--- config.mk ---
export PLATFORM = sky130hd
export DESIGN_NAME = fbsro_rop
export DESIGN_NICKNAME = d
export VERILOG_FILES = /design/src/rtl/core/fbsro_pkg.sv /design/src/rtl/core/fbsro_rop.sv
export SDC_FILE = /design/constraint.sdc
export NUM_CORES = 1
export LEC_CHECK = 0
export BUFFER_PORTS_ARGS = -buffer_cell sky130_fd_sc_hd__buf_2
export CORE_MARGIN = 2
export CORE_UTILIZATION = 50
export DETAILED_ROUTE_END_ITERATION = 7
export PLACE_DENSITY = 0.73
export SLEW_MARGIN = 20
export SYNTH_ARGS = -nofsm -noshare
export SYNTH_HDL_FRONTEND = slang
export SYNTH_SLANG_ARGS = --single-unit
--- constraint.sdc ---
create_clock -name vclk -period 2.31
set_clock_uncertainty 0.1 [all_clocks]
set_input_delay 0.1155 -clock vclk [all_inputs]
set_output_delay 0.1155 -clock vclk [all_outputs]
set_load 0.03 [all_outputs]
--- src/rtl/core/fbsro_pkg.sv ---
// Shared types and constants for the framebuffer span raster-op engine.
// Holds the sequencer state type, command, raster-op and register codes.
// No dependencies.
package fbsro_pkg;

  // Widths fixed by the command fields.
  localparam int COORD_W  = 8;
  localparam int PITCH_W  = 9;
  localparam int PIXEL_W  = 32;
  localparam int ROP_W    = 5;
  localparam int MODE_W   = 2;
  // Largest row * pitch + column is 255 * 511 + 255, which fits in 17 bits.
  localparam int AGU_W    = 17;

  localparam int S_TDATA_W = 64;
  localparam int M_TDATA_W = 40;

  localparam logic [PITCH_W-1:0] PITCH_RESET = 9'd256;

  // Command kinds.
  localparam logic [MODE_W-1:0] MODE_PIXEL = 2'd0;
  localparam logic [MODE_W-1:0] MODE_HSPAN = 2'd1;
  localparam logic [MODE_W-1:0] MODE_VSPAN = 2'd2;
  localparam logic [MODE_W-1:0] MODE_READ  = 2'd3;

  // Register indexes.
  localparam logic CFG_ROW_PITCH  = 1'b0;
  localparam logic CFG_BACKGROUND = 1'b1;

  // Raster operations.
  localparam logic [ROP_W-1:0] ROP_COPY     = 5'd0;
  localparam logic [ROP_W-1:0] ROP_XOR_BG   = 5'd1;
  localparam logic [ROP_W-1:0] ROP_TRANS    = 5'd2;
  localparam logic [ROP_W-1:0] ROP_XOR      = 5'd3;
  localparam logic [ROP_W-1:0] ROP_AND      = 5'd4;
  localparam logic [ROP_W-1:0] ROP_OR       = 5'd5;
  localparam logic [ROP_W-1:0] ROP_CLEAR    = 5'd6;
  localparam logic [ROP_W-1:0] ROP_SET      = 5'd7;
  localparam logic [ROP_W-1:0] ROP_EQUIV    = 5'd8;
  localparam logic [ROP_W-1:0] ROP_NOR      = 5'd9;
  localparam logic [ROP_W-1:0] ROP_NAND     = 5'd10;
  localparam logic [ROP_W-1:0] ROP_INVERT   = 5'd11;
  localparam logic [ROP_W-1:0] ROP_COPYINV  = 5'd12;
  localparam logic [ROP_W-1:0] ROP_ORINV    = 5'd13;
  localparam logic [ROP_W-1:0] ROP_ANDINV   = 5'd14;
  localparam logic [ROP_W-1:0] ROP_ORREV    = 5'd15;
  localparam logic [ROP_W-1:0] ROP_ANDREV   = 5'd16;

  typedef enum logic [2:0] {
    ST_CLEAR,
    ST_IDLE,
    ST_START,
    ST_LAST,
    ST_CHECK,
    ST_READ,
    ST_MODIFY,
    ST_FINISH
  } state_t;

endpackage

--- src/rtl/core/fbsro_rop.sv ---
// Raster-operation combiner: merges a stored pixel with the source color.
// Depends on fbsro_pkg for the operation codes.
module fbsro_rop import fbsro_pkg::*; (
  input  logic [ROP_W-1:0]   op,
  input  logic [PIXEL_W-1:0] dst,
  input  logic [PIXEL_W-1:0] src,
  input  logic [PIXEL_W-1:0] bg,
  output logic [PIXEL_W-1:0] result
);

  always_comb begin
    case (op)
      ROP_COPY:    result = src;
      ROP_XOR_BG:  result = dst ^ src ^ bg;
      ROP_TRANS:   result = (dst != '0) ? dst : src;
      ROP_XOR:     result = dst ^ src;
      ROP_AND:     result = dst & src;
      ROP_OR:      result = dst | src;
      ROP_CLEAR:   result = '0;
      ROP_SET:     result = '1;
      ROP_EQUIV:   result = ~(dst ^ src);
      ROP_NOR:     result = ~(dst | src);
      ROP_NAND:    result = ~(dst & src);
      ROP_INVERT:  result = ~dst;
      ROP_COPYINV: result = ~src;
      ROP_ORINV:   result = dst | ~src;
      ROP_ANDINV:  result = dst & ~src;
      ROP_ORREV:   result = ~dst | src;
      ROP_ANDREV:  result = ~dst & src;
      // No-op and the unused codes leave the pixel as it is.
      default:     result = dst;
    endcase
  end

endmodule

==> results of run 1 <==
## what timing repair did
item | CTS | global route
pin swaps | 7 | 13
resized for setup | 34 | 85
endpoints found under the setup margin | 26 | 32
gates cloned | 0 | 2
## through the flow
stage	area, µm²	power (mW)	hold WS, ns	cells
2_1_floorplan	6730	0.986	0.350	974
3_3_place_gp	8490	1.59	0.571	1337
3_5_place_dp	8490	1.61	0.566	1337
4_1_cts	8640	1.66	0.574	1337
5_1_grt	9000	1.91	0.630	1339
6_report	9000	1.79	0.590	1339
## area by class of cell
cell class	instances	area (µm²)	area share (%)
multi-input combinational	812	6490	72.2
timing repair buffer	279	2020	22.4
inverter	72	270	3.00
tap	176	220	2.45
## worst max path at each step
stage          start          to  slack (ns)  cells past startpoint
2_1_floorplan  op[4]  result[28]       0.007                     10
3_3_place_gp   op[2]  result[13]       -0.11                     10
3_5_place_dp   op[4]  result[16]       -0.17                      9
4_1_cts        op[3]  result[31]       -0.03                     10
5_1_grt        op[1]  result[23]       -0.04                     10
6_report       op[0]  result[23]       -0.03                     10
## worst min-delay path, delay by kind of cell
| kind | cells | cell delay, ns |
|---|---|---|
| buffers and inverters | 3 | 0.40 |
| AOI/OAI and AO/OA | 1 | 0.07 |
## power by group
part	total, mW	switching [mW]	internal [mW]
Clock	0	0	0
Sequential	0	0	0
Combinational	1.79	1.04	0.753
Total	1.79	1.04	0.753
## per-layer routing
metal  wire length, µm  track usage [%]
met5                 0                0
met4              1250             15.7
met3              3300             5.70
met2             12700             60.5
met1             11700             50.5
## cells in the mapped netlist (5+ instances only)
cell type / instances
mux2i_1: 27
buf_2: 16
nor2_1: 51
a211o_1: 19
nor4_1: 33
or2_2: 7
o2bb2ai_1: 14
clkbuf_1: 61
nor4bb_1: 5
o211ai_1: 33
xor2_1: 18
nor3b_1: 8
buf_1: 12
ha_1: 128
o2111ai_1: 6
a2111oi_0: 5
o22ai_1: 38
nor3_1: 19
a21o_1: 10
xnor2_1: 12
o21ai_0: 78
or3_1: 8
a31oi_1: 22
a2bb2oi_1: 7
nand3_1: 46
or4_1: 5
inv_1: 72
a21boi_0: 10
a22o_1: 14
o221ai_1: 8
a211oi_1: 8
o211a_1: 12
a21oi_1: 29
nand4_1: 6
nor2b_1: 10
nand2_1: 50
## logic make-up after synthesis
family,count (synthesis),synth area share [%]
muxes,29,4.36
xor gates and xnor gates,30,3.91
buffers and inverters,162,9.47
AOI/OAI and AO/OA,349,36.4
adders and majority gates,128,23.9
and+or+nand+nor,276,22.0
==> flow_metrics.tcl, run 1 <==
set metrics [dict create \
    status "finished, violations left" \
    violations "setup timing" \
    p_per_area_nw_per_um2 199 \
    max_freq_mhz 427 \
    ant_nets 0 \
    start_util_pct 50.9 \
    syn-mean-instance-area_um2 6.89 \
    whs_path_depth 4 \
    synth_area_leaders "ha_1, o21ai_0, inv_1" \
    syn_to_final_growth_pct 34.1 \
    maxSlewHeadroom_pct 65.2 \
    cts_setup_buffers 0 \
    cp_data_arrival_time_ns 2.13 \
    startpoint_type "input port" \
    fin_crit_sh_pct 101 \
    synth_largest_area_cell "ha_1" \
    setup_ws_ns -0.0337 \
    max_slew.worst_pin.slew_ns 0.522 \
    critPathMaxFanout 5 \
    grt_first_pass_wirelength_um 43600 \
    grtUsageTotal_pct 37.8 \
    cp_common_cell "buf_6" \
    dp_hpwl_um 21600 \
    worst-path-buf-inv 4 \
    cts_hold_repair.buffers 0 \
    dr_total_vias 8991 \
    final_common_cell "buf_4" \
    drc 0 \
    io_buffers 133 \
    grt_overflow 0 \
    syn_area_um2 6710 \
    clkbuf_count 0 \
    setup_viol_count_final 1 \
    seq_area_um2 0 \
    firstDrtPassIters 5 \
    grt_pass1_vias 8259 \
    dp_slack_ns -0.169 \
    mostFrequentLayoutCells "buf_4, ha_1, buf_2" \
    crit_path_top_delay_cell "or4_4" \
    die_height_um 120 \
    cp_top_family "simple AND/OR/NAND/NOR gates" \
    worstPathCellList "buf_6 > buf_12 > or4_4 > o21ai_4 > buf_6 > o22ai_2 > nor4_1 > o211ai_1 > a21boi_2 > buf_6" \
    hold_class "input port to primary output" \
    die_area_um2 14400 \
    crit_type "input port to primary output" \
    drv_cap 0 \
    max_stage_delay_ns 0.54 \
    diodes 0 \
    synthCells 974 \
    min_from "dst[1]" \
    drtIter0Drc 1091 \
    synth.yosys.seq_area_share_pct 0 \
    layout-drive-gt1-share_pct 30.7 \
    final_core_util_pct 68.2 \
    rsz0062_at_grt "yes" \
    core_um2 13200 \
    nNetsFinal 1394 \
    synth_cell_types 66 \
    yosys_warnings 0 \
    antenna_found_initial 0 \
    wl_per_cell_um 21.6 \
    ir_drop_v 0.000137 \
    fin_crit_ns 2.34 \
    cp-end-kind "primary output" \
    leakage_nw 4.26 \
    rows 42 \
    num_io_pins 133 \
    routabilityCongestion 1.02 \
    die_x_um 120 \
    required_ns 2.09 \
    final.fill_count 1164 \
    tns_ns -0.0337 \
    slew_violations 0 \
    finalHoldViolations 0 \
    drt_wl_total_um 28900 \
    syn-num-nets 1203 \
    seq_cells 0 \
    synth.top_cell.area_share_pct 23.9 \
    grt_max_degree 33 \
    worst_hold_path.endpoint "result[1]" \
    viasPerCell 6.71 \
]
Note: power is estimated with default switching activity, not from simulation.
==> inputs of run 2 (changes only) <==
CELL_PAD_IN_SITES_DETAIL_PLACEMENT = 0   (was not set)
CELL_PAD_IN_SITES_GLOBAL_PLACEMENT = 2   (was not set)
CORE_MARGIN = not set   (was 2)
CORE_UTILIZATION = 32   (was 50)
PLACE_DENSITY = not set   (was 0.73)
PLACE_DENSITY_LB_ADDON = 0.1   (was not set)
==> run 2 against run 1 <==
Effect of this change: the flow now finishes without violations; core utilization fell by 21 points; worst setup slack gained 0.055 ns; total power grew 5.7%; count of clock-buffer cells in the layout unchanged; combinational power increased by 6%; design area grew 7.5%; die area rose by 50%; non-clock buffer count increased by 36; first-iteration DRC count is 46% lower; fmax rose by 2.4%; critical endpoint is now result[19]; largest power group unchanged.
==> flow_metrics.tcl, run 2 (synthesized netlist as in run 1, its figures left out) <==
set metrics [dict create \
    mostFrequentLayoutCells "buf_4, ha_1, buf_2" \
    firstDrtPassIters 6 \
    crit_type "input port to primary output" \
    start_util_pct 32.9 \
    wl_per_cell_um 22.6 \
    leakage_nw 4.54 \
    max_freq_mhz 437 \
    grt_first_pass_wirelength_um 49300 \
    setup_viol_count_final 0 \
    placed_cells 1449 \
    fin_crit_ns 2.29 \
    whs_path_depth 3 \
    die_area_um2 21600 \
    p_per_area_nw_per_um2 196 \
    grt_max_degree 33 \
    num_io_pins 133 \
    clkbuf_count 0 \
    drt_wl_total_um 33300 \
    die_x_um 147 \
    startpoint_type "input port" \
    finalHoldViolations 0 \
    max_slew.worst_pin.slew_ns 0.413 \
    power_mw 1.89 \
    core_um2 20400 \
    routabilityCongestion 0.885 \
    final_common_cell "buf_4" \
    final.fill_count 2141 \
    cp_data_arrival_time_ns 2.07 \
    viasPerCell 5.93 \
    diodes 0 \
    cts_hold_repair.buffers 0 \
    dp_slack_ns -0.229 \
    antenna_found_initial 0 \
    syn_to_final_growth_pct 44.2 \
    slew_violations 0 \
    required_ns 2.09 \
    status "finished, final reports clean" \
    tns_ns 0 \
    dp_hpwl_um 25200 \
    rsz0062_at_grt "yes" \
    seq_area_um2 0 \
    grt_pass1_vias 8220 \
    die_height_um 147 \
    grtUsageTotal_pct 29.6 \
    cp-end-kind "primary output" \
    layout-drive-gt1-share_pct 33.7 \
    dr_total_vias 8709 \
    drc 0 \
    setup_ws_ns 0.0216 \
    hold_class "input port to primary output" \
    rows 52 \
    drv_cap 0 \
    drtIter0Drc 586 \
    seq_cells 0 \
    fin_crit_sh_pct 99.1 \
    io_buffers 133 \
    final_cells 1469 \
    ant_nets 0 \
    multiInputGateArea_um2 6550 \
    grt_overflow 0 \
    nNetsFinal 1430 \
    maxSlewHeadroom_pct 71.7 \
    ir_drop_v 0.000102 \
    critPathMaxFanout 8 \
]
-- run 2: repair_timing --
action	in CTS	in global routing
gates cloned	1	0
setup endpoints to repair	32	32
endpoints found under the hold margin	0	0
gates resized for setup	75	90
pin swaps	18	23
buffers inserted	6	13
-- run 2: per-stage QoR --
step	util, %	cell area [µm²]	hold WS [ns]
final	47.4	9680	0.613
after global routing	47.4	9680	0.624
after CTS	44.8	9150	0.620
after detailed placement	43.2	8830	0.624
after global placement	43.2	8830	0.626
after floorplan	-	6730	0.350
-- run 2: power breakdown --
part / total [mW] / internal (mW) / switching [mW]
Clock: 0 / 0 / 0
Combinational: 1.89 / 0.818 / 1.07
Sequential: 0 / 0 / 0
-- run 2: path summary, 6_finish.rpt --
path | startpoint | endpoint | slack (ns)
setup / recovery | op[1] | result[19] | 0.02
hold / removal | dst[8] | result[8] | 0.61
-- run 2: final cells by class --
| cell class | instances | share of cell area, % |
|---|---|---|
| multi-input combinational | 812 | 67.7 |
| timing repair buffer | 315 | 25.9 |
| tap | 270 | 3.49 |
| inverter | 72 | 2.87 |
-- run 2: routing by layer --
metal	global-route usage, %	vias to the layer above	wire length (µm)
met3	1.61	38	1700
li1	-	4132	-
met2	48.3	318	15200
met5	0	-	0
met4	6.61	0	640
met1	42.4	4221	15700
-- run 2: worst max-delay path, cell delays in order --
cell and delay [ns]:
buf_6 0.10, buf_6 0.11, buf_4 0.17, nand2b_2 0.17
buf_4 0.17, buf_4 0.16, o2bb2ai_1 0.08, a22o_1 0.18
nor4_1 0.34, o211ai_1 0.13, a21boi_1 0.14, buf_4 0.18
==> inputs of run 3 (changes only) <==
MAX_ROUTING_LAYER = met4   (was not set)
==> run 3 against run 2 <==
Effect of this change: non-clock buffer count fell by 1; design area is 0.19% lower; combinational power hardly changed; count of clock-buffer cells in the layout unchanged; via count down 0.22%; sequential share of layout area is the same; worst setup slack got worse by 0.0065 ns; cell count about the same; total power decreased by 0.20%; critical path type unchanged; largest power group unchanged.
==> flow_metrics.tcl, run 3 (synthesized netlist as in run 1, its figures left out) <==
set metrics [dict create \
    max_stage_delay_ns 0.48 \
    nNetsFinal 1429 \
    grt_first_pass_wirelength_um 49300 \
    grt_overflow 0 \
    power.internal_mw 0.817 \
    die_height_um 147 \
    ir_drop_v 0.000102 \
    startpoint_type "input port" \
    die_x_um 147 \
    tns_ns 0 \
    hold_class "input port to primary output" \
    drtIter0Drc 567 \
    firstDrtPassIters 5 \
    seq_cells 0 \
    power_mw 1.89 \
    leakage_nw 4.53 \
    cp_data_arrival_time_ns 2.08 \
    max_freq_mhz 436 \
    crit_type "input port to primary output" \
    p_per_area_nw_per_um2 196 \
    start_util_pct 32.9 \
    worst-path-buf-inv 3 \
    status "finished, final reports clean" \
    routabilityCongestion 0.900 \
    cp-end-kind "primary output" \
    finalHoldViolations 0 \
    mostFrequentLayoutCells "buf_4, ha_1, buf_2" \
    viasPerCell 5.92 \
    critPathMaxFanout 7 \
    syn_to_final_growth_pct 43.9 \
    fin_crit_ns 2.29 \
    switching_share_pct 56.8 \
    dr_total_vias 8690 \
    grtUsageTotal_pct 30.5 \
    clkbuf_count 0 \
    grt_pass1_vias 8234 \
    netSwitchingPower_mw 1.07 \
    grt_max_degree 33 \
    io_buffers 133 \
    cts_hold_repair.buffers 0 \
    setup_viol_count_final 0 \
    cp_top_family "compound AO/OA/AOI/OAI gates" \
    clkPwrFrac_pct 0 \
    die_area_um2 21600 \
    cp_common_cell "buf_8" \
    ant_nets 0 \
    diodes 0 \
    multiInputGateArea_um2 6560 \
    p_comb_share_pct 100.0 \
    seq_area_um2 0 \
    worstPathCellList "buf_8 > o41a_4 > or2_4 > buf_8 > a221o_1 > nor4_2 > o211a_1 > a21oi_1 > buf_4" \
    antenna_found_initial 0 \
    drv_cap 0 \
    final_cells 1468 \
    required_ns 2.09 \
    slew_violations 0 \
    placed_cells 1449 \
    fin_crit_sh_pct 99.3 \
    dp_hpwl_um 25200 \
    layout-drive-gt1-share_pct 33.6 \
    num_io_pins 133 \
    wl_per_cell_um 22.6 \
    crit_path_top_delay_cell "o41a_4" \
    drt_wl_total_um 33200 \
    rsz0062_at_grt "yes" \
    maxSlewHeadroom_pct 72.4 \
    core_um2 20400 \
    seqPwrFrac_pct 0 \
    drc 0 \
    final_common_cell "buf_4" \
    final.fill_count 2134 \
    max_slew.worst_pin.slew_ns 0.404 \
    rows 52 \
]
==> run 3: cell types whose count changed in the layout (fill, tap and decap cells not counted), sizes merged <==
cell and delta:
buf -1
==> run 3: through the flow <==
stage | hold WS, ns | setup WS, ns | util (%) | area, µm²
floorplan | 0.350 | 0.00750 | - | 6730
global route | 0.624 | -0.0352 | 47.3 | 9660
CTS | 0.620 | -0.0111 | 44.8 | 9150
finish | 0.608 | 0.0151 | 47.3 | 9660
global placement | 0.626 | -0.261 | 43.2 | 8830
detailed placement | 0.624 | -0.229 | 43.2 | 8830
==> run 3: worst min-delay path, delay by kind of cell <==
kind,cells,cell delay [ns]
buf+inv,3,0.40
compound gates,1,0.07
==> run 3: worst paths after layout <==
| kind | startpoint | end | slack [ns] | cells past startpoint |
|---|---|---|---|---|
| max | op[3] | result[9] | 0.02 | 9 |
| min | dst[22] | result[22] | 0.61 | 4 |
==> run 3: power by group through the flow <==
| stage | clock network (mW) | logic (mW) | registers (mW) |
|---|---|---|---|
| after detailed placement | 0 | 1.67 | 0 |
| after CTS | 0 | 1.76 | 0 |
| after global routing | 0 | 2.02 | 0 |
| after floorplan | 0 | 0.986 | 0 |
| final | 0 | 1.89 | 0 |
| after global placement | 0 | 1.67 | 0 |
==> run 3: final cells by class <==
class | count | area share [%]
tap | 270 | 3.50
inverter | 72 | 2.88
multi-input combinational | 812 | 67.9
timing repair buffer | 314 | 25.7
==> run 3: what timing repair did <==
action,in CTS,in global routing
endpoints found under the setup margin,32,32
setup buffers,6,12
pin swaps,18,24
cloned,1,0
hold endpoints to repair,0,0
gates resized for setup,75,90
==> run 3: layer usage <==
metal	global-route usage (%)	vias up	share of wire (%)
met5	-	-	0
met4	6.61	0	1.8
met3	1.52	35	5.2
met2	48.3	303	46
met1	42.6	4226	47
li1	-	4126	-
