$ cat src/rtl/core/fbsro_pkg.sv
// Shared types and constants for the framebuffer span raster-op engine.
// Holds the sequencer state type, command, raster-op and register codes.
// No dependencies.
package fbsro_pkg;

  // Widths fixed by the command fields.
  localparam int COORD_W  = 8;
  localparam int PITCH_W  = 9;
  localparam int PIXEL_W  = 32;
  localparam int ROP_W    = 5;
  localparam int MODE_W   = 2;
  // Largest row * pitch + column is 255 * 511 + 255, which fits in 17 bits.
  localparam int AGU_W    = 17;

  localparam int S_TDATA_W = 64;
  localparam int M_TDATA_W = 40;

  localparam logic [PITCH_W-1:0] PITCH_RESET = 9'd256;

  // Command kinds.
  localparam logic [MODE_W-1:0] MODE_PIXEL = 2'd0;
  localparam logic [MODE_W-1:0] MODE_HSPAN = 2'd1;
  localparam logic [MODE_W-1:0] MODE_VSPAN = 2'd2;
  localparam logic [MODE_W-1:0] MODE_READ  = 2'd3;

  // Register indexes.
  localparam logic CFG_ROW_PITCH  = 1'b0;
  localparam logic CFG_BACKGROUND = 1'b1;

  // Raster operations.
  localparam logic [ROP_W-1:0] ROP_COPY     = 5'd0;
  localparam logic [ROP_W-1:0] ROP_XOR_BG   = 5'd1;
  localparam logic [ROP_W-1:0] ROP_TRANS    = 5'd2;
  localparam logic [ROP_W-1:0] ROP_XOR      = 5'd3;
  localparam logic [ROP_W-1:0] ROP_AND      = 5'd4;
  localparam logic [ROP_W-1:0] ROP_OR       = 5'd5;
  localparam logic [ROP_W-1:0] ROP_CLEAR    = 5'd6;
  localparam logic [ROP_W-1:0] ROP_SET      = 5'd7;
  localparam logic [ROP_W-1:0] ROP_EQUIV    = 5'd8;
  localparam logic [ROP_W-1:0] ROP_NOR      = 5'd9;
  localparam logic [ROP_W-1:0] ROP_NAND     = 5'd10;
  localparam logic [ROP_W-1:0] ROP_INVERT   = 5'd11;
  localparam logic [ROP_W-1:0] ROP_COPYINV  = 5'd12;
  localparam logic [ROP_W-1:0] ROP_ORINV    = 5'd13;
  localparam logic [ROP_W-1:0] ROP_ANDINV   = 5'd14;
  localparam logic [ROP_W-1:0] ROP_ORREV    = 5'd15;
  localparam logic [ROP_W-1:0] ROP_ANDREV   = 5'd16;

  typedef enum logic [2:0] {
    ST_CLEAR,
    ST_IDLE,
    ST_START,
    ST_LAST,
    ST_CHECK,
    ST_READ,
    ST_MODIFY,
    ST_FINISH
  } state_t;

endpackage

$ cat src/rtl/core/fbsro_agu.sv
// Address unit: one registered multiply-add, row * pitch + column.
// Shared by the start and end address of every command. Depends on fbsro_pkg.
module fbsro_agu import fbsro_pkg::*; (
  input  logic                clk,
  input  logic [COORD_W-1:0]  row,
  input  logic [COORD_W-1:0]  col,
  input  logic [PITCH_W-1:0]  pitch,
  output logic [AGU_W-1:0]    addr
);

  logic [AGU_W-1:0] prod;

  always_comb begin
    prod = AGU_W'(row) * AGU_W'(pitch) + AGU_W'(col);
  end

  always_ff @(posedge clk) begin
    addr <= prod;
  end

endmodule

$ cat config.mk
export PLATFORM = sky130hd
export DESIGN_NAME = fbsro_agu
export DESIGN_NICKNAME = d
export VERILOG_FILES = /design/src/rtl/core/fbsro_pkg.sv /design/src/rtl/core/fbsro_agu.sv
export SDC_FILE = /design/constraint.sdc
export NUM_CORES = 1
export LEC_CHECK = 0
export BUFFER_PORTS_ARGS = -buffer_cell sky130_fd_sc_hd__buf_2
export CORE_MARGIN = 1.5
export CORE_UTILIZATION = 45
export DETAILED_ROUTE_END_ITERATION = 8
export PLACE_DENSITY = 0.72
export SLEW_MARGIN = 40
export SYNTH_ARGS = -nofsm -noshare
export SYNTH_HDL_FRONTEND = slang
export SYNTH_SLANG_ARGS = --single-unit
$ cat constraint.sdc
create_clock -name clk -period 5.18 [get_ports clk]
set_input_delay 0.259 -clock clk [delete_from_list [all_inputs] [get_ports clk]]
set_output_delay 0.259 -clock clk [all_outputs]
set_load 0.05 [all_outputs]
==> results of run 1 <==
-- cells in the final DEF, fill, tap and decap left out, types with 4 or more instances in the layout --
master / instances
sky130_fd_sc_hd__inv_1: 86
sky130_fd_sc_hd__nor2_1: 7
sky130_fd_sc_hd__and2_1: 46
sky130_fd_sc_hd__nand2_1: 32
sky130_fd_sc_hd__buf_2: 42
sky130_fd_sc_hd__a21oi_1: 7
sky130_fd_sc_hd__nor3_1: 4
sky130_fd_sc_hd__xnor2_1: 9
sky130_fd_sc_hd__dfxtp_1: 17
sky130_fd_sc_hd__ha_1: 38
sky130_fd_sc_hd__fa_1: 50
-- through the flow --
stage / instances / power, uW / utilization (%) / cell area [um2] / setup slack (ps)
floorplan: 331 / 1200 / - / 3000 / 1160
global placement: 448 / 1420 / 51.7 / 3300 / 1000
detailed placement: 448 / 1440 / 51.7 / 3300 / 914
CTS: 452 / 1540 / 52.4 / 3350 / 1170
global route: 452 / 1680 / 52.4 / 3350 / 1010
finish: 452 / 1510 / 52.4 / 3350 / 1190
-- report_power, final --
part / internal [uW] / switching [uW] / leakage, uW
Combinational: 452 / 751 / 0.00169
Sequential: 204 / 12.6 / 0.000143
Clock: 54.4 / 38.8 / 0.0000228
Total: 711 / 802 / 0.00185
-- cell families (layout without fill, tap and decap cells) --
kind of cell | Yosys count | count (layout) | synth area share, %
fa+ha+maj | 88 | 88 | 49.1
xor+xnor | 11 | 11 | 3.21
flops | 17 | 17 | 11.3
simple gates | 100 | 100 | 18.0
compound gates | 27 | 27 | 7.33
buf+inv | 88 | 132 | 11.0
-- critical path, delay by kind of cell --
family / cells / cell delay (ps)
AOI/OAI and AO/OA: 3 / 450
and+or+nand+nor: 2 / 630
adders and majority gates: 5 / 2510
buffers and inverters: 4 / 310
-- per-layer routing --
layer,vias up,global-route usage (%),share of wire [%]
li1,1096,-,-
met1,1116,20.1,42
met2,45,30.5,54
met3,0,2.46,3.8
met4,0,0.440,0
met5,-,0,0
-- final cells by class --
class	instances	area, um2
Fill cell	625	3040
Multi-Input combinational cell	226	2330
Sequential cell	17	340
Inverter	86	323
Timing Repair Buffer	42	210
Tap cell	77	96.3
Clock buffer	4	45.0
-- final timing paths --
check,start,end,cells past startpoint
max,row[5],addr[14],14
min,col[0],addr[0],2
==> impl.org, run 1 <==
** Status
- Outcome :: completed

** STA
- Setup TNS :: 0 ps
- Measured against its own limit, the worst slew margin works out to a little over two thirds.
- Slew at the pin with the worst max-slew slack :: roughly 440 ps
- Maximum clock rate :: between 200 and 300 MHz
- After layout, the minimum clock period comes to ~4000 ps.
- Setup repair after global routing missed its margin :: false
- Setup violations remaining at the end of the flow were counted as 0.
- Total count of hold-check failures in the final report :: 0
- Final hold analysis gives a worst-case slack of approximately 240 ps.
- Of the available clock period, the critical path in the final layout requires between 70% and 80%.
- The number of pins with negative max-slew slack in the final report came to 0.

** Synthesis
- By count the netlist is led by 86 x sky130_fd_sc_hd__inv_1, 50 x sky130_fd_sc_hd__fa_1, 46 x sky130_fd_sc_hd__and2_1.
- Top FF cell, synth :: sky130_fd_sc_hd__dfxtp_1
- Counting flops and latches in the post-synthesis netlist gives 17.
- The share of synthesized area in the top cell type comes to between 30% and 40%.
- For this run, the register share of the synthesized area comes to 11.3%.
- Total nets after synthesis :: between 400 and 500
- Number of synthesized flops with an enable pin :: 0
- Post-synthesis cell area :: approximately 3000 um2
- Most common cell in the synthesized netlist :: sky130_fd_sc_hd__inv_1
- Ranked by total cell area, the synthesized netlist is headed by sky130_fd_sc_hd__fa_1 33%, sky130_fd_sc_hd__ha_1 16%, sky130_fd_sc_hd__dfxtp_1 11%.
- Avg Cell Area, Syn :: between 9 and 10 um2
- Gate count of the mapped netlist :: ~330
- Of all flip-flops after synthesis, the portion carrying an async set or reset was 0%.
- Cell taking the most area after synthesis :: sky130_fd_sc_hd__fa_1
- Number of different library cells in the post-synthesis netlist :: 34
- The Yosys step of the flow raised 0 warnings.

** Placement
- DPL Wire Length :: 4810 um
- At the end of routability-driven placement, the weighted congestion stood at slightly above 0.8.
- Buffers added on ports :: 42

** Critical path
- Critical Path End Type :: flip-flop
- STA classifies the critical path startpoint as an input port.
- STA puts the critical path data arrival time at ~4200 ps.
- Cell repeated most along the worst path :: sky130_fd_sc_hd__fa_1
- The critical path is of the in2reg type.
- Chain of cells forming the critical path :: buf_2 -> nand2_1 -> fa_1 -> fa_1 -> inv_1 -> fa_1 -> inv_1 -> fa_1 -> inv_1 -> ha_1 -> a21oi_4 -> a311oi_2 -> or4_1 -> o211ai_1
- Required time at the endpoint of the critical path :: ~5400 ps
- The slowest stage of the critical path belongs to the cell sky130_fd_sc_hd__fa_1.
- Of all nets on the critical path, the largest fanout is 9.
- For this run, the slowest stage of the critical path takes between 500 and 600 ps.

** Clocking
- TritonCTS created 3 clock buffers.
- After clock tree synthesis, the clock-pin slew on the worst setup and hold paths is roughly 60 ps.
- Once the clock tree was built, the setup fixing pass inserted 0 buffers.
- Cell chosen for the clock root :: sky130_fd_sc_hd__clkbuf_8
- Gates resized during post-CTS repair numbered 0.
- Counting every sink on the clock net gives 17.
- Hold Buf Count CTS :: 0
- CTS tree :: yes
- In this run the number of H-tree levels came out at 1.
- The longest clock path from root to sink contains 2 buffers.

** Detailed routing
- After detailed routing, the number of remaining DRC violations is 0.
- Via count :: 2257
- Average wire per standard cell :: 11.9 um
- The first detailed-routing pass ran for 4 iterations.
- The first routing iteration left just over 50 violations.
- Antenna violation net count after detailed routing :: 0
- Vias per cell :: ~5.0
- Total wirelength of the detailed-routed design :: ~5400 um

** Floorplanning
- For this configuration, the core starts out at a cell density of between 40 and 50%.
- The region available for standard cell placement spans 6390 um2.
- Count of boundary I/O pins :: 43
- The die covers 7170 um2.
- After floorplanning, the core was divided into 29 placement rows.
- The die is ~85 um tall.
- In this run the horizontal extent of the chip is roughly 85 um.

** Power and ir drop
- Summed over all cells, the static leakage comes to between 0.0015 and 0.002 uW.
- Pwr Density :: between 400 and 500 nW/um2
- Max VDD drop :: ~0.43 mV

** Global routing
- Wire length of the first global-routing pass :: approximately 9500 um
- The number of global-route vias before repair came to 2318.
- Global routing finished with a remaining overflow of 0.
- GRT Util Overall :: roughly 16%
- The initial antenna violation count is 0.
- Entering global routing, the biggest net connects 10 pins.

** Flow run
- Max_cap viols :: 0

** Final layout
- Max FFs per register :: 17
- Layout cells sized above 1 :: around 14%
- Biggest registers after layout :: addr (17)
- Reg with most FFs :: addr
- Number of nets at the end of the flow :: 490
- Growth of design area from synthesis to finish :: 11.5%
- Antenna diode count :: 0

** Min path
- Hold crit path type :: in2reg
Power figures use the tool's default switching activity.
==> run 2: changes to the inputs <==
--- a/config.mk
+++ b/config.mk
@@ -5,11 +5,12 @@
 export SDC_FILE = /design/constraint.sdc
 export NUM_CORES = 1
 export LEC_CHECK = 0
+export ABC_AREA = 1
 export BUFFER_PORTS_ARGS = -buffer_cell sky130_fd_sc_hd__buf_2
 export CORE_MARGIN = 1.5
 export CORE_UTILIZATION = 45
 export DETAILED_ROUTE_END_ITERATION = 8
-export PLACE_DENSITY = 0.72
+export PLACE_DENSITY = 0.74
 export SLEW_MARGIN = 40
 export SYNTH_ARGS = -nofsm -noshare
 export SYNTH_HDL_FRONTEND = slang
==> constraint.sdc (replaced) <==
create_clock -name clk -period 3.3 [get_ports clk]
set_input_delay 0.165 -clock clk [delete_from_list [all_inputs] [get_ports clk]]
set_output_delay 0.165 -clock clk [all_outputs]
set_load 0.05 [all_outputs]
==> run 2 against run 1 <==
Net effect:
- power increased by 130%
- combinational power increased by 150%
- non-clock buffer count is 38 higher
- via count up 22%
- synthesized cell count rose by 37%
- clock power rose by 62%
- count of clock-buffer cells in the layout did not move
- synthesized area is 8.5% higher
- critical path type unchanged
- sequential power rose by 56%
- critical path depth is 1 higher
- final cell count increased by 36%
- largest cell class unchanged
==> impl.org, run 2 <==
** Min path
- The critical hold path startpoint is col[0] (unchanged).
- The class of the most critical hold timing path is in2reg (unchanged).

** Synthesis
- The synthesized netlist net count is 567 (was 445).
- Number of synthesis warnings :: 0 (unchanged)
- Top FF cell, synth :: sky130_fd_sc_hd__dfxtp_1 (unchanged)
- Multiplexer fraction of the synthesized cell area :: 0% (unchanged)
- The XOR/XNOR share of the synthesized area came to 2.15% (was 3.21%).
- The async set or reset register ratio after synthesis came to 0% (unchanged).
- Most common cell in the synthesized netlist :: sky130_fd_sc_hd__inv_1 (unchanged)
- Gate count of the mapped netlist :: 453 (was 331)
- Post-synthesis sequential area ratio :: 10.4% (was 11.3%)
- Synth area leaders: sky130_fd_sc_hd__fa_1 31%, sky130_fd_sc_hd__inv_1 18%, sky130_fd_sc_hd__ha_1 15% (was sky130_fd_sc_hd__fa_1 33%, sky130_fd_sc_hd__ha_1 16%, sky130_fd_sc_hd__dfxtp_1 11%).
- Number of different library cells in the post-synthesis netlist :: 22 (was 34)
- Share of synthesized cell area in full adder, half adder and majority cells :: 45.3% (was 49.1%)
- The average cell area after synthesis is 7.19 um2 (was 9.08 um2).
- The synthesized-area fraction occupied by and/or/nand/nor cells is 20.9% (was 18.0%).
- The post-synthesis sequential element count came to 17 (unchanged).
- Share of the synthesized area in compound gates (AO/OA/AOI/OAI) :: 1.42% (was 7.33%)
- The area of the mapped netlist came to 3260 um2 (was 3000 um2).
- The number of synthesized flops with an enable pin came to 0 (unchanged).
- The dominant cell type by area after synthesis is sky130_fd_sc_hd__fa_1 (unchanged).
- Most instantiated cells after synthesis :: 152 x sky130_fd_sc_hd__inv_1, 121 x sky130_fd_sc_hd__nand2_1, 50 x sky130_fd_sc_hd__fa_1 (was 86 x sky130_fd_sc_hd__inv_1, 50 x sky130_fd_sc_hd__fa_1, 46 x sky130_fd_sc_hd__and2_1)
- Fraction of synthesized cell area taken by the top area cell type :: 30.7% (was 33.3%)
- Main combinational cell family by area after synthesis :: adder cells (unchanged)

** Power and ir drop
- Max VDD drop :: 0.486 mV (was 0.432 mV)
- Switching Share :: 51.9% (was 53.0%)
- The share of total power in combinational logic was 85.9% (was 79.5%).
- Sequential Power Share :: 9.7% (was 14.3%)
- The cell internal power dissipation is 1670 uW (was 711 uW).
- The clock network fraction of total power came to 4.3% (was 6.2%).
- Pwr Density :: 822 nW/um2 (was 452 nW/um2)
- The net switching power came to 1800 uW (was 802 uW).
- Leakage power of the design :: 0.00262 uW (was 0.00185 uW)

** Critical path
- Max FO, Critical Path :: 7 (was 9)
- The cell repeated most along the worst path was sky130_fd_sc_hd__fa_1 (unchanged).
- Worst setup path class :: in2reg (unchanged)
- Critical path launch point :: row[5] (unchanged)
- The critical path arrival was 3420 ps (was 4160 ps).
- Worst Setup Start Kind :: input port (unchanged)
- Critical Path End Type :: flip-flop (unchanged)
- Critical path's slowest cell :: sky130_fd_sc_hd__fa_1 (unchanged)
- The largest incremental delay on the critical path is 550 ps (was 560 ps).
- Buffer and inverter count on the worst path :: 4 (unchanged)
- Chain of cells forming the critical path :: buf_12 -> nand2_4 -> inv_2 -> fa_1 -> fa_1 -> fa_1 -> inv_2 -> fa_1 -> inv_2 -> ha_4 -> nand2_1 -> nor2_1 -> nand3b_1 -> nand4_1 -> nand2_1 (was buf_2 -> nand2_1 -> fa_1 -> fa_1 -> inv_1 -> fa_1 -> inv_1 -> fa_1 -> inv_1 -> ha_1 -> a21oi_4 -> a311oi_2 -> or4_1 -> o211ai_1)
- Required time at the endpoint of the critical path :: 3450 ps (was 5350 ps)
- Largest delay share family, worst path :: adder cells (unchanged)

** Floorplanning
- FP Rows :: 30 (was 29)
- Initial standard-cell utilization of the core :: 47.2% (was 47.0%)
- Die Outline Area :: 7760 um2 (was 7170 um2)
- Count of boundary I/O pins :: 43 (unchanged)
- The placeable core area was 6910 um2 (was 6390 um2).
- The height of the die was 88.1 um (was 84.7 um).
- Overall die width :: 88.1 um (was 84.7 um)

** Final layout
- Leading cell types in the layout, fill and taps excluded :: 138 x sky130_fd_sc_hd__inv_1, 98 x sky130_fd_sc_hd__nand2_1, 45 x sky130_fd_sc_hd__fa_1 (was 86 x sky130_fd_sc_hd__inv_1, 50 x sky130_fd_sc_hd__fa_1, 46 x sky130_fd_sc_hd__and2_1)
- Storage cell area :: 340 um2 (unchanged)
- Biggest registers after layout: addr (17) (unchanged).
- The register containing the most flip-flops in the final layout was addr (unchanged).
- The area of combinational cells with multiple inputs came to 2500 um2 (was 2330 um2).
- Growth of design area from synthesis to finish :: 29.8% (was 11.5%)
- The flip-flop count of the largest register, all copies and words added was 17 (unchanged).
- The number of inserted diodes is 0 (unchanged).
- Number of nets at the end of the flow :: 635 (was 490)
- Post-route cell area :: 4230 um2 (was 3350 um2)
- The share of cells above drive strength 1 came to 31.2% (was 14.4%).
- The leading cell type in the layout, fill and taps excluded was sky130_fd_sc_hd__inv_1 (unchanged).
- The number of inserted filler cells in the final layout was 637 (was 625).

** Detailed routing
- The detail-routed net length per standard cell came to 11.0 um (was 11.9 um).
- Initial DRC count :: 77 (was 51)
- Total wirelength of the detailed-routed design :: 6750 um (was 5360 um)
- The routed via count is 2761 (was 2257).
- WL met2 :: 3590 um (was 2880 um)
- The number of vias per cell was 4.48 (was 4.99).
- Routed met3 length :: 230 um (was 204 um)
- The top layer used by detailed routing was met4 (was met3).
- The detailed-routing iteration count for the pre-antenna-repair pass is 4 (unchanged).
- Met1 wire length :: 2810 um (was 2280 um)
- The DRC violation count after routing was 0 (unchanged).
- The number of nets still failing antenna checks after routing came to 0 (unchanged).

** STA
- The worst max-slew margin expressed relative to the limit came to 83.4% (was 70.5%).
- Maximum clock rate :: between 300 and 400 MHz
- Final setup violating endpoints :: 0 (unchanged)
- Fraction of the cycle the final worst path needs :: between 90% and 100%
- The number of pins with negative max-slew slack in the final report came to 0 (unchanged).
- Setup repair after global routing missed its margin: true (was false).
- The smallest clock period supported by the final layout is computed as roughly 3300 ps.
- The minimum setup slack in the final design came to 25.6 ps (was 1190 ps).
- The transition time at the pin with the least slew margin came to 250 ps (was 440 ps).
- Total count of hold-check failures in the final report :: 0 (unchanged)
- Setup TNS :: 0 ps (unchanged)
- Worst hold slack :: 144 ps (was 243 ps)

** Global routing
- Wire length of the first global-routing pass :: 12000 um (was 9550 um)
- The number of global-route vias before repair was 2974 (was 2318).
- Congestion Overflow GR :: 0 (unchanged)
- GRT Util Overall :: 19.5% (was 16.0%)
- Largest net degree at the start of global routing :: 10 (unchanged)
- The initial antenna violation count came to 0 (unchanged).

** Clocking
- Hold Buf Count CTS :: 0 (unchanged)
- The H-tree depth was 1 (unchanged).
- The clock sink count came to 17 (unchanged).
- Cell chosen for the clock root :: sky130_fd_sc_hd__clkbuf_8 (unchanged)
- The clock tree buffer depth came to 2 (unchanged).
- The TritonCTS clock tree is yes (unchanged).
- Clock buffer count from CTS :: 3 (unchanged)
- The clock transition at the registers of the reported paths was 60 ps (about the same).

** Placement
- The routability-driven placement congestion ratio came to 0.852 (was 0.821).
- The post-detailed-placement cell area was 3870 um2 (was 3300 um2).
- The placement-stage worst setup slack is -292 ps (was 914 ps).
- The count of port buffers added during placement came to 42 (unchanged).
- DPL Wire Length :: 5730 um (was 4810 um)

** Status
- Outcome :: completed (unchanged)

** Flow run
- The reported max-cap violation count came to 0 (unchanged).
[run 2: cell count changes in the layout (fill, tap and decap cells not counted), moves of 6 or more]
cell / before / now
sky130_fd_sc_hd__buf_4: 0 / 37
sky130_fd_sc_hd__nand2_2: 0 / 25
sky130_fd_sc_hd__nand2_1: 32 / 98
sky130_fd_sc_hd__buf_6: 0 / 11
sky130_fd_sc_hd__ha_4: 0 / 6
sky130_fd_sc_hd__inv_1: 86 / 138
sky130_fd_sc_hd__nor2_2: 0 / 6
sky130_fd_sc_hd__buf_2: 42 / 26
sky130_fd_sc_hd__inv_2: 0 / 16
sky130_fd_sc_hd__and2_1: 46 / 0
sky130_fd_sc_hd__nand2_4: 0 / 6
sky130_fd_sc_hd__ha_1: 38 / 30
[run 2: stage by stage]
step                      cells  total power, uW  util (%)
after global routing        616             3820      61.3
final                       616             3480      61.3
after detailed placement    606             2970      56.0
after global placement      606             2920      56.0
after CTS                   610             3180      57.0
after floorplan             453             2290         -
[run 2: final timing paths]
kind	to	depth (start not counted)
worst max-delay path	addr[13]	15
worst min-delay path	addr[0]	2
[run 2: metal layers]
layer	vias to the layer above	track usage, %
met4	0	3.84
met3	10	2.64
li1	1396	-
met1	1303	22.8
met5	-	0
met2	52	37.6
[run 2: cell type report]
class,count,share of cell area [%]
sequential,17,8.04
inverter,155,13.8
clock buffer,4,1.06
tap,96,2.84
timing repair buffer,80,15.2
multi-input combinational,264,59.1
[run 2: cells by family after synthesis]
logic type                 Yosys count
DFF                                 17
AOI/OAI and AO/OA                    8
xor gates and xnor gates             8
buffers and inverters              172
and+or+nand+nor                    160
adders and majority gates           88
[run 2: power by group through the flow]
stage / clock [uW] / sequential [uW] / combinational, uW
after detailed placement: 0 / 344 / 2630
after floorplan: 0 / 684 / 1600
final: 151 / 338 / 2990
after global placement: 0 / 345 / 2580
after global routing: 170 / 347 / 3310
after CTS: 157 / 340 / 2680
[run 2: what timing repair did]
action	4_1_cts	5_1_grt
pin swaps	7	40
gates resized for setup	7	95
gates cloned	0	0
endpoints found under the hold margin	0	0
setup buffers	0	6
endpoints found under the setup margin	1	11
==> run 3: changes to the inputs <==
--- a/config.mk
+++ b/config.mk
@@ -5,12 +5,13 @@
 export SDC_FILE = /design/constraint.sdc
 export NUM_CORES = 1
 export LEC_CHECK = 0
-export ABC_AREA = 1
 export BUFFER_PORTS_ARGS = -buffer_cell sky130_fd_sc_hd__buf_2
 export CORE_MARGIN = 1.5
 export CORE_UTILIZATION = 45
 export DETAILED_ROUTE_END_ITERATION = 8
-export PLACE_DENSITY = 0.74
+export HOLD_SLACK_MARGIN = 0.08
+export PLACE_DENSITY = 0.75
+export SETUP_SLACK_MARGIN = 0.15
 export SLEW_MARGIN = 40
 export SYNTH_ARGS = -nofsm -noshare
 export SYNTH_HDL_FRONTEND = slang
==> run 3 against run 2 <==
Net effect:
- global-route usage is 0.30 points higher
- maximum frequency is 4.7% lower
- sequential power about the same
- power shrank 2.0%
- critical endpoint is now addr[16]
- sequential cell count did not move
- count of clock-buffer cells in the layout unchanged
- clock power grew 5%
- hold slack worse by 17 ps
- the flow now finishes with violations (setup timing)
- core utilization rose by 3.4 points
- routed wire length shrank 6.3%
- setup slack lost 160 ps
==> impl.org, run 3 (synthesized netlist as in run 1, its figures left out) <==
** Global routing
- Number of antenna violations at the first check in global routing :: 0 (unchanged)
- The first-pass GRT wire length was 11300 um (was 12000 um).
- The number of global-route vias before repair came to 2670 (was 2974).
- The largest net degree at the start of global routing was 10 (unchanged).
- GRT Util Overall :: 19.8% (was 19.5%)
- The remaining global-route overflow came to 0 (unchanged).

** STA
- The transition time at the pin with the least slew margin was 426 ps (was 250 ps).
- Setup repair after global routing missed its margin: true (unchanged).
- Total count of hold-check failures in the final report :: 0 (unchanged)
- The setup-violating endpoint count in the final report was 7 (was 0).
- The number of pins with negative max-slew slack in the final report was 0 (unchanged).
- Fraction of the cycle the final worst path needs :: 104% (was 99.2%)
- The worst max-slew margin expressed relative to the limit is 71.5% (was 83.4%).
- Post-layout minimum cycle time :: 3440 ps (was 3270 ps)
- Final critical-path setup slack :: -135 ps (was 25.6 ps)
- Maximum clock rate :: 291 MHz (was 305 MHz)

** Critical path
- Required time at the endpoint of the critical path :: 3430 ps (was 3450 ps)
- The kind of critical path is in2reg (unchanged).
- Max FO, Critical Path :: 8 (was 7)
- Critical path's slowest cell :: sky130_fd_sc_hd__fa_1 (unchanged)
- The startpoint kind of the worst setup timing path is an input port (unchanged).
- Buffer and inverter count on the worst path :: 4 (unchanged)
- Arrival @ worst endpoint :: 3570 ps (was 3420 ps)
- The kind of end point of the critical path was a flip-flop (unchanged).
- Chain of cells forming the critical path: buf_12 -> nand2_4 -> fa_1 -> fa_1 -> inv_2 -> fa_1 -> inv_1 -> fa_1 -> inv_2 -> ha_4 -> nand3_4 -> a311oi_4 -> o2111a_1 -> a311oi_2 (was buf_12 -> nand2_4 -> inv_2 -> fa_1 -> fa_1 -> fa_1 -> inv_2 -> fa_1 -> inv_2 -> ha_4 -> nand2_1 -> nor2_1 -> nand3b_1 -> nand4_1 -> nand2_1).
- Largest delay share family, worst path :: adder cells (unchanged)
- The cell repeated most along the worst path is sky130_fd_sc_hd__fa_1 (unchanged).
- The largest incremental delay on the critical path came to 530 ps (was 550 ps).

** Clocking
- CTS tree :: yes (unchanged)
- Number of sinks handled by clock tree synthesis :: 17 (unchanged)
- Maximum buffer depth of the clock tree :: 2 (unchanged)
- The H-tree depth is 1 (unchanged).
- Clk pin slew, worst setup/hold paths :: 70 ps (was 60 ps)
- Clock buffer count from CTS :: 3 (unchanged)
- The library cell used as clock root buffer is sky130_fd_sc_hd__clkbuf_8 (unchanged).
- The count of hold-fix buffers inserted at cts is 0 (unchanged).

** Detailed routing
- DRC viols :: 0 (unchanged)
- The sum of routed wire length over all layers came to 6320 um (was 6750 um).
- The DRC marker count from the first detailed-route iteration is 60 (was 77).
- Average wire per standard cell :: 12.8 um (was 11.0 um)
- The detailed-routing iteration count for the pre-antenna-repair pass is 4 (unchanged).
- Vias per cell :: 4.91 (was 4.48)
- The number of nets still failing antenna checks after routing was 0 (unchanged).
- Via count :: 2429 (was 2761)

** Floorplanning
- Overall die width :: 84.7 um (was 88.1 um)
- Die Span Y :: 84.7 um (was 88.1 um)
- Die Outline Area :: 7170 um2 (was 7760 um2)
- The number of top-level pins is 43 (unchanged).
- The row count was 29 (was 30).
- The initial standard-cell utilization of the core is 47.0% (was 47.2%).
- Core area :: 6390 um2 (was 6910 um2)

** Final layout
- Reg with most FFs :: addr (unchanged)
- The relative area change from synthesis to final layout came to 37.5% (was 29.8%).
- The share of cells above drive strength 1 was 36.8% (was 31.2%).
- Biggest registers after layout :: addr (17) (unchanged)
- Post-route cell area :: 4130 um2 (was 4230 um2)
- Leading cell types in the layout, fill and taps excluded: 77 x sky130_fd_sc_hd__inv_1, 46 x sky130_fd_sc_hd__fa_1, 37 x sky130_fd_sc_hd__and2_1 (was 138 x sky130_fd_sc_hd__inv_1, 98 x sky130_fd_sc_hd__nand2_1, 45 x sky130_fd_sc_hd__fa_1).
- The leading cell type in the layout, fill and taps excluded was sky130_fd_sc_hd__inv_1 (unchanged).
- Antenna diode count :: 0 (unchanged)
- The number of nets in the layout came to 533 (was 635).
- Final non-filler cell total :: 495 (was 616)
- The flip-flop count of the largest register, all copies and words added was 17 (unchanged).

** Placement
- The routability-driven placement congestion ratio came to 0.854 (was 0.852).
- The placement-stage worst setup slack is -533 ps (was -292 ps).
- Total instance count after detailed placement :: 487 (was 606)
- Post-placement cell area :: 3710 um2 (was 3870 um2)
- Buffers added on ports :: 42 (unchanged)
- The half-perimeter wire length after detailed placement was 5270 um (was 5730 um).

** Power and ir drop
- The power density normalized to cell area came to 824 nW/um2 (was 822 nW/um2).
- The leakage dissipation is 0.00217 uW (was 0.00262 uW).
- The worst ir drop on vdd was 0.612 mV (was 0.486 mV).

** Min path
- Hold crit path type :: in2reg (unchanged)

** Status
- The final reports fail on setup timing.
- Outcome :: complete, but fails checks (was completed)

** Flow run
- The reported max-cap violation count was 0 (unchanged).
## run 3: stage by stage
stage / TNS (ps) / power [uW] / utilization [%] / hold WS, ps
after floorplan: -843 / 2130 / - / 295
after global placement: -3550 / 2780 / 58.1 / 388
after detailed placement: -4000 / 2830 / 58.1 / 392
after CTS: -525 / 3380 / 63.4 / 125
after global routing: -1590 / 3710 / 64.7 / 128
final: -544 / 3410 / 64.7 / 127
## run 3: cell type report
class	count	area [um2]
clock buffers	4	45.0
fillers	529	2250
multi-input cells	226	2630
repair buffers	85	693
inverters	86	323
well taps	77	96.3
flip-flops and latches	17	340
## run 3: metal layers
metal	wire [um]	global-route usage (%)	vias up	share of wire [%]
li1	-	-	1180	-
met3	202	2.46	6	3.2
met2	3570	39.5	42	56
met1	2500	22.9	1201	40
met4	46	2.20	0	0.73
met5	0	0	-	0
## run 3: report_power, final
group          internal [uW]  switching [uW]
clock network           85.8            73.2
registers                320            17.9
logic                   1360            1540
total                   1770            1640
## run 3: what timing repair did
| item | 4_1_cts | 5_1_grt |
|---|---|---|
| pin swaps | 31 | 14 |
| endpoints found under the setup margin | 9 | 11 |
| gates cloned | 0 | 0 |
| buffers inserted | 3 | 1 |
| gates resized for setup | 74 | 18 |
## run 3: worst paths after layout
check             startpoint        to  slack, ps  cells after the start
setup / recovery      row[5]  addr[16]       -140                     14
hold / removal        col[0]   addr[0]        130                      2
